### config.mk
export PLATFORM = sky130hd
export DESIGN_NAME = indexed_list_engine
export DESIGN_NICKNAME = d
export VERILOG_FILES = /design/src/hw/rtl/lie_pkg.sv /design/src/hw/rtl/lie_mem.sv /design/src/hw/rtl/indexed_list_engine.sv
export SDC_FILE = /design/constraint.sdc
export NUM_CORES = 2
export LEC_CHECK = 0
export BUFFER_PORTS_ARGS = -buffer_cell sky130_fd_sc_hd__buf_2
export CAP_MARGIN = 20
export CORE_MARGIN = 2
export CORE_UTILIZATION = 40
export DETAILED_ROUTE_END_ITERATION = 8
export GPL_TIMING_DRIVEN = 0
export PLACE_DENSITY = 0.57
export SYNTH_ARGS = -nofsm -noshare
export SYNTH_HDL_FRONTEND = slang
export SYNTH_SLANG_ARGS = --single-unit
### constraint.sdc
create_clock -name i_clk -period 7.6 [get_ports i_clk]
set_input_delay 0 -clock i_clk [delete_from_list [all_inputs] [get_ports i_clk]]
set_output_delay 0 -clock i_clk [all_outputs]
set_load 0.02 [all_outputs]
### src/hw/rtl/lie_pkg.sv
// Package for the indexed list engine: command, status and state codes.
// Has no dependencies; used by lie_mem and indexed_list_engine.
`default_nettype none
package lie_pkg;

    typedef enum logic [2:0] {
        CMD_PUSH_FRONT = 3'd0,
        CMD_PUSH_REAR  = 3'd1,
        CMD_INSERT_AT  = 3'd2,
        CMD_POP_FRONT  = 3'd3,
        CMD_POP_REAR   = 3'd4,
        CMD_REMOVE_AT  = 3'd5,
        CMD_FIND       = 3'd6
    } t_cmd;

    typedef enum logic [2:0] {
        ST_OK       = 3'd0,
        ST_EMPTY    = 3'd1,
        ST_FULL     = 3'd2,
        ST_BADPOS   = 3'd3,
        ST_NOTFOUND = 3'd4
    } t_status;

    typedef enum logic [2:0] {
        S_IDLE,
        S_SHIFT_UP,
        S_INS_WR,
        S_SHIFT_DN,
        S_FIND,
        S_DONE
    } t_state;

    localparam int VAL_W = 32;
    localparam int IDX_W = 7;

endpackage
`default_nettype wire

### src/hw/rtl/lie_mem.sv
// Entry storage for the indexed list engine: one write port, one read port.
// Read data is registered. Uses lie_pkg for the data width.
`default_nettype none
module lie_mem #(
    parameter int DEPTH = 64,
    parameter int AW    = 6
) (
    input  wire logic                       i_clk,
    input  wire logic                       i_we,
    input  wire logic [AW-1:0]              i_waddr,
    input  wire logic [lie_pkg::VAL_W-1:0]  i_wdata,
    input  wire logic [AW-1:0]              i_raddr,
    output logic      [lie_pkg::VAL_W-1:0]  o_rdata
);

    logic [lie_pkg::VAL_W-1:0] r_mem [DEPTH];

    // Write port.
    always_ff @(posedge i_clk) begin
        if (i_we) begin
            r_mem[i_waddr] <= i_wdata;
        end
    end

    // Registered read port.
    always_ff @(posedge i_clk) begin
        o_rdata <= r_mem[i_raddr];
    end

endmodule
`default_nettype wire

### src/hw/rtl/indexed_list_engine.sv
// Indexed list engine: an ordered list of up to DEPTH signed 32-bit values
// kept in one synchronous RAM. Pushes and inserts that append at the end,
// and commands that only return a status, offer their result in the cycle
// after acceptance. Inserts and removes that move entries take longer the
// more entries lie at or above the index, and a find the later its match
// comes (it compares the whole list when the value is absent), because
// every entry that moves or is compared passes once through the RAM's
// single read port. One item is handled at a time; the block returns to
// idle in the cycle after the result is taken, so it never accepts a new
// item in the cycle in which a result is taken. Depends on lie_pkg and lie_mem.
`default_nettype none
module indexed_list_engine #(
    parameter int DEPTH = 64
) (
    input  wire logic                              i_clk,
    input  wire logic                              i_rst_n,
    input  wire logic                              i_valid,
    output logic                                   o_ready,
    input  wire logic [2:0]                        i_command,
    input  wire logic [lie_pkg::IDX_W-1:0]         i_position,
    input  wire logic signed [lie_pkg::VAL_W-1:0]  i_item_value,
    output logic                                   o_valid,
    input  wire logic                              i_ready,
    output logic signed [lie_pkg::VAL_W-1:0]       o_result_value,
    output logic signed [lie_pkg::IDX_W-1:0]       o_found_index,
    output logic [2:0]                             o_status,
    output logic [lie_pkg::IDX_W-1:0]              o_entry_count
);

    localparam int AW = (DEPTH > 1) ? $clog2(DEPTH) : 1;
    localparam int CW = $clog2(DEPTH + 1);
    localparam int XW = (CW > lie_pkg::IDX_W) ? CW : lie_pkg::IDX_W;

    lie_pkg::t_state r_state, n_state;
    logic [CW-1:0]   r_count, n_count;
    logic [AW-1:0]   r_ptr, n_ptr;
    logic [AW-1:0]   r_dptr, n_dptr;
    logic [AW-1:0]   r_stop, n_stop;
    logic [AW-1:0]   r_first, n_first;
    logic            r_issue, n_issue;
    logic            r_dv, n_dv;
    logic [lie_pkg::VAL_W-1:0] r_val, n_val;
    logic [lie_pkg::VAL_W-1:0] r_rv, n_rv;
    logic [lie_pkg::IDX_W-1:0] r_fidx, n_fidx;
    logic [2:0]      r_st, n_st;

    logic                      mem_we;
    logic [AW-1:0]             mem_waddr;
    logic [lie_pkg::VAL_W-1:0] mem_wdata;
    logic [lie_pkg::VAL_W-1:0] mem_rdata;

    logic [XW-1:0] pos_x, cnt_x, ins_pos, rem_pos;
    logic [CW-1:0] cnt_m1;

    lie_mem #(
        .DEPTH (DEPTH),
        .AW    (AW)
    ) u_mem (
        .i_clk   (i_clk),
        .i_we    (mem_we),
        .i_waddr (mem_waddr),
        .i_wdata (mem_wdata),
        .i_raddr (r_ptr),
        .o_rdata (mem_rdata)
    );

    assign pos_x  = XW'(i_position);
    assign cnt_x  = XW'(r_count);
    assign cnt_m1 = r_count - CW'(1);

    // Effective index for the insert and remove families.
    always_comb begin
        case (i_command)
            lie_pkg::CMD_PUSH_FRONT: ins_pos = '0;
            lie_pkg::CMD_PUSH_REAR:  ins_pos = cnt_x;
            default:                 ins_pos = pos_x;
        endcase
        case (i_command)
            lie_pkg::CMD_POP_FRONT: rem_pos = '0;
            lie_pkg::CMD_POP_REAR:  rem_pos = XW'(cnt_m1);
            default:                rem_pos = pos_x;
        endcase
    end

    assign o_ready        = (r_state == lie_pkg::S_IDLE);
    assign o_valid        = (r_state == lie_pkg::S_DONE);
    assign o_result_value = r_rv;
    assign o_found_index  = r_fidx;
    assign o_status       = r_st;
    assign o_entry_count  = lie_pkg::IDX_W'(r_count);

    // Control and payload registers.
    always_ff @(posedge i_clk) begin
        if (!i_rst_n) begin
            r_state <= lie_pkg::S_IDLE;
            r_count <= '0;
            r_issue <= 1'b0;
            r_dv    <= 1'b0;
        end else begin
            r_state <= n_state;
            r_count <= n_count;
            r_issue <= n_issue;
            r_dv    <= n_dv;
        end
        r_ptr   <= n_ptr;
        r_dptr  <= n_dptr;
        r_stop  <= n_stop;
        r_first <= n_first;
        r_val   <= n_val;
        r_rv    <= n_rv;
        r_fidx  <= n_fidx;
        r_st    <= n_st;
    end

    // Next state: decode the item, then stream entries through the RAM.
    always_comb begin
        n_state   = r_state;
        n_count   = r_count;
        n_ptr     = r_ptr;
        n_dptr    = r_ptr;
        n_stop    = r_stop;
        n_first   = r_first;
        n_issue   = r_issue;
        n_dv      = 1'b0;
        n_val     = r_val;
        n_rv      = r_rv;
        n_fidx    = r_fidx;
        n_st      = r_st;
        mem_we    = 1'b0;
        mem_waddr = r_dptr;
        mem_wdata = mem_rdata;

        case (r_state)
            lie_pkg::S_IDLE: begin
                if (i_valid) begin
                    n_val   = i_item_value;
                    n_rv    = '0;
                    n_fidx  = '0;
                    n_st    = lie_pkg::ST_OK;
                    n_state = lie_pkg::S_DONE;
                    case (i_command)
                        lie_pkg::CMD_PUSH_FRONT, lie_pkg::CMD_PUSH_REAR,
                        lie_pkg::CMD_INSERT_AT: begin
                            if (r_count == CW'(DEPTH)) begin
                                n_st = lie_pkg::ST_FULL;
                            end else if (ins_pos > cnt_x) begin
                                n_st = lie_pkg::ST_BADPOS;
                            end else if (ins_pos == cnt_x) begin
                                // Append: no entries move.
                                mem_we    = 1'b1;
                                mem_waddr = ins_pos[AW-1:0];
                                mem_wdata = i_item_value;
                                n_count   = r_count + CW'(1);
                            end else begin
                                n_ptr   = cnt_m1[AW-1:0];
                                n_stop  = ins_pos[AW-1:0];
                                n_issue = 1'b1;
                                n_state = lie_pkg::S_SHIFT_UP;
                            end
                        end
                        lie_pkg::CMD_POP_FRONT, lie_pkg::CMD_POP_REAR,
                        lie_pkg::CMD_REMOVE_AT: begin
                            if (r_count == '0) begin
                                n_st = lie_pkg::ST_EMPTY;
                            end else if (rem_pos >= cnt_x) begin
                                n_st = lie_pkg::ST_BADPOS;
                            end else begin
                                n_ptr   = rem_pos[AW-1:0];
                                n_first = rem_pos[AW-1:0];
                                n_stop  = cnt_m1[AW-1:0];
                                n_issue = 1'b1;
                                n_state = lie_pkg::S_SHIFT_DN;
                            end
                        end
                        lie_pkg::CMD_FIND: begin
                            if (r_count == '0) begin
                                n_st   = lie_pkg::ST_NOTFOUND;
                                n_fidx = '1;
                            end else begin
                                n_ptr   = '0;
                                n_stop  = cnt_m1[AW-1:0];
                                n_issue = 1'b1;
                                n_state = lie_pkg::S_FIND;
                            end
                        end
                        default: begin
                            n_st = lie_pkg::ST_BADPOS;
                        end
                    endcase
                end
            end

            // Read from the top down and write each entry one place higher.
            lie_pkg::S_SHIFT_UP: begin
                n_dv = r_issue;
                if (r_issue) begin
                    if (r_ptr == r_stop) begin
                        n_issue = 1'b0;
                    end else begin
                        n_ptr = r_ptr - AW'(1);
                    end
                end
                if (r_dv) begin
                    mem_we    = 1'b1;
                    mem_waddr = r_dptr + AW'(1);
                    if (r_dptr == r_stop) begin
                        n_state = lie_pkg::S_INS_WR;
                    end
                end
            end

            // Drop the new item into the opened slot.
            lie_pkg::S_INS_WR: begin
                mem_we    = 1'b1;
                mem_waddr = r_stop;
                mem_wdata = r_val;
                n_count   = r_count + CW'(1);
                n_state   = lie_pkg::S_DONE;
            end

            // Read upward; the first entry is the removed value, the rest
            // move one place lower.
            lie_pkg::S_SHIFT_DN: begin
                n_dv = r_issue;
                if (r_issue) begin
                    if (r_ptr == r_stop) begin
                        n_issue = 1'b0;
                    end else begin
                        n_ptr = r_ptr + AW'(1);
                    end
                end
                if (r_dv) begin
                    if (r_dptr == r_first) begin
                        n_rv = mem_rdata;
                    end else begin
                        mem_we    = 1'b1;
                        mem_waddr = r_dptr - AW'(1);
                    end
                    if (r_dptr == r_stop) begin
                        n_count = cnt_m1;
                        n_state = lie_pkg::S_DONE;
                    end
                end
            end

            // Compare each entry in order and stop at the first match.
            lie_pkg::S_FIND: begin
                n_dv = r_issue;
                if (r_issue) begin
                    if (r_ptr == r_stop) begin
                        n_issue = 1'b0;
                    end else begin
                        n_ptr = r_ptr + AW'(1);
                    end
                end
                if (r_dv) begin
                    if (mem_rdata == r_val) begin
                        n_fidx  = lie_pkg::IDX_W'(r_dptr);
                        n_issue = 1'b0;
                        n_dv    = 1'b0;
                        n_state = lie_pkg::S_DONE;
                    end else if (r_dptr == r_stop) begin
                        n_fidx  = '1;
                        n_st    = lie_pkg::ST_NOTFOUND;
                        n_state = lie_pkg::S_DONE;
                    end
                end
            end

            // Hold the result until it is taken.
            lie_pkg::S_DONE: begin
                if (i_ready) begin
                    n_state = lie_pkg::S_IDLE;
                end
            end

            default: begin
                n_state = lie_pkg::S_IDLE;
            end
        endcase
    end

endmodule
`default_nettype wire

==> flow_summary.ini <==
[outcome]
status = completed

[drt]
drtIter0Drc = 5529
drcViolationCount = 0
drtAntennaViolNets = 0
wl_per_cell_microns = 33.0
firstDrtPassIters = 6
vias_per_cell = 5.83
vias = 43011
wl_microns = 243000

[pwr]
p_leak_nw = 31.8
vdd_ir_drop_max_v = 0.000234
p_per_area_nw_per_um2 = 358

[global_route]
antenna_found_initial = 15
overflow = 0
grt_pass1_vias = 42965
grt.total_usage = 0.223
grt_max_degree = 45
grt_pass1_wl_microns = 339000

[worst_setup_path]
path_cells = clkbuf_1, nand2_1, o21ai_0, inv_1, ha_1, nand3_1, or2_1, clkbuf_1, nor4_2, a211oi_1, a22oi_1, nand2_1, nor2_4, buf_16
cp_max_fo = 20
crit_type = reg -> reg
crit_slowest_cell = nor2_4
start_kind = flip-flop
worstPathRequired_ns = 8.17
worst-endpoint-arrival_ns = 6.89
cpPeakStageDelay_ns = 0.91
cp-end-kind = flip-flop

[synth]
ys_warn_count = 0
synthCells = 3803
ys.flop_type = edfxtp_1
synth.ff_latch_count = 2190
async_flop_share = 0
synth_area_per_cell_sq_um = 22.5
syn_nets = 3872
synth-edff-count = 2140
synth_cell_type_count = 81
syn_area_sq_um = 85700
ys_seq_area_frac = 0.762

[die]
dieHeight_microns = 467
row_count = 169
core_sq_um = 213000
num_io_pins = 97
die_x_microns = 467
dieArea_sq_um = 218000
initial_core_util = 0.403

[layout]
drive_gt1_frac = 0.313
nets = 4434
fill_cells = 17155
utilization = 0.477
syn_to_final_growth_pct = 18.4
design_area_sq_um = 101000

[min_path]
hold_class = in -> reg

[clock_network]
clkTransAtPathRegs_ns = 0.06
ctsRootBufferMaster = clkbuf_16
clock_latency_ns = 0.87
cts_buffers = 215
cts_max_level = 4
clock-sinks = 2190
cts_resized = 0
clockBufferDepth = 3
tritoncts = done

[job]
cap_violations = 0

[placement]
numPortBuffers = 93
gp_congestion = 0.897
dpl_worst_slack_ns = 1.38
dpl.hpwl_microns = 168000
placed_cell_area_sq_um = 93600

[timing]
setup_viol = 0
hold_ws_ns = 0.0450
fin_crit_ns = 6.32
fin_crit_sh = 0.832
slew_viol_final = 0
worst_pin_slew_ns = 1.22
rsz0062_at_grt = false
hold_viol_final = 0
slew_headroom = 0.189
clock_skew_ns = 0.0542
setup_ws_ns = 1.28
fmax_ghz = 0.158
[through the flow]
stage                     instances  setup TNS [ns]  power, mW
after floorplan                3803               0       21.3
after global placement         6717        -7799.45       25.5
after detailed placement       6891               0       25.8
after CTS                      7360               0       36.4
after global routing           7367               0       37.4
final                          7373               0       36.3
[registers in the layout, summed over array words and instances, names as in the netlist, 6 cells and up]
signal,flops
u_mem.r_mem,2048
o_result_value,32
r_val,32
u_mem.o_rdata,32
o_entry_count,7
o_found_index,7
n_dptr,6
r_dptr,6
r_first,6
r_stop,6
[kinds of logic after synthesis]
logic type,Yosys count,share of synthesized area
compound gates,240,0.0187
flops,2190,0.762
buf+inv,239,0.0116
mux,694,0.178
simple gates,353,0.0201
fa+ha+maj,23,0.00345
xor+xnor,64,0.00654
[critical path, delay by kind of cell (launching register included)]
| family | cells | cell delay (ns) |
|---|---|---|
| AND/OR/NAND/NOR | 6 | 2.81 |
| AO/OA/AOI/OAI | 3 | 1.49 |
| buffers and inverters | 4 | 0.90 |
| flip-flops | 1 | 0.51 |
| adder cells (fa/ha/maj) | 1 | 0.29 |
[final timing paths]
path                                        from             endpoint  slack, ns  cells past startpoint
worst max-delay path            o_entry_count[0]  u_mem.r_mem[47][16]       1.28                     14
worst max register to register  o_entry_count[0]  u_mem.r_mem[47][16]       1.28                     14
worst min-delay path            i_item_value[17]            r_val[17]       0.05                      2
worst min register to register         n_dptr[5]            r_dptr[5]       0.38                      0
[placed cells by master, fill, tap and decap left out, types with 15 or more instances in the layout]
cell type / n
buf_2: 151
nand2_1: 109
mux2i_1: 22
clkinv_1: 52
edfxtp_1: 2140
clkbuf_1: 169
inv_1: 30
mux4_2: 664
o21ai_0: 39
buf_8: 20
clkbuf_16: 220
buf_1: 24
dfxtp_1: 50
nor2_4: 49
clkinv_2: 34
and2_1: 39
nor3_2: 15
o21ai_4: 33
buf_6: 52
dlygate4sd3_1: 72
nand3_1: 25
a21oi_1: 36
bufinv_16: 20
xor2_1: 50
ha_1: 22
nor2_1: 43
a22oi_1: 35
buf_16: 27
buf_12: 78
[cells in the mapped netlist (25+ instances only)]
library cell,instances,share of area
edfxtp_1,2140,0.75
nor2_1,92,0.0040
clkbuf_1,121,0.0053
mux4_2,664,0.17
and2_1,39,0.0028
o21ai_0,72,0.0042
nand2_1,109,0.0048
a21oi_1,36,0.0021
inv_1,31,0.0014
dfxtp_1,50,0.012
buf_2,58,0.0034
nand3_1,25,0.0015
nor3_1,25,0.0015
a22oi_1,35,0.0031
xor2_1,50,0.0051
[power breakdown]
group          total, mW  internal (mW)  switching (mW)
clock network       10.6           6.00            4.63
registers           16.0           15.7           0.262
logic               9.67           3.21            6.46
total               36.3           24.9            11.4
[cell type report]
cell class	instances	area [sq um]	share of cell area
Antenna cell	7	17.5	0.000173
Buffer	208	880	0.00867
Clock buffer	271	5700	0.0561
Clock inverter	126	1310	0.0129
Inverter	31	116	0.00115
Multi-Input combinational cell	1374	20300	0.200
Sequential cell	2190	65300	0.643
Tap cell	2821	3530	0.0348
Timing Repair Buffer	345	4400	0.0433
[repair_timing]
item                                   4_1_cts  5_1_grt
setup buffers                                0        0
endpoints found under the hold margin      307        0
hold buffers                                72        0
[per-layer routing]
| layer | wire (microns) | part of all wire | track usage | vias to the layer above |
|---|---|---|---|---|
| met4 | 9320 | 0.038 | 0.0800 | 8 |
| met5 | 54 | 0.00022 | 0 | - |
| met2 | 111000 | 0.46 | 0.339 | 1977 |
| met1 | 100000 | 0.41 | 0.317 | 23347 |
| met3 | 22600 | 0.093 | 0.0514 | 359 |
| li1 | - | - | - | 17320 |
Note: power is estimated with default switching activity, not from simulation.
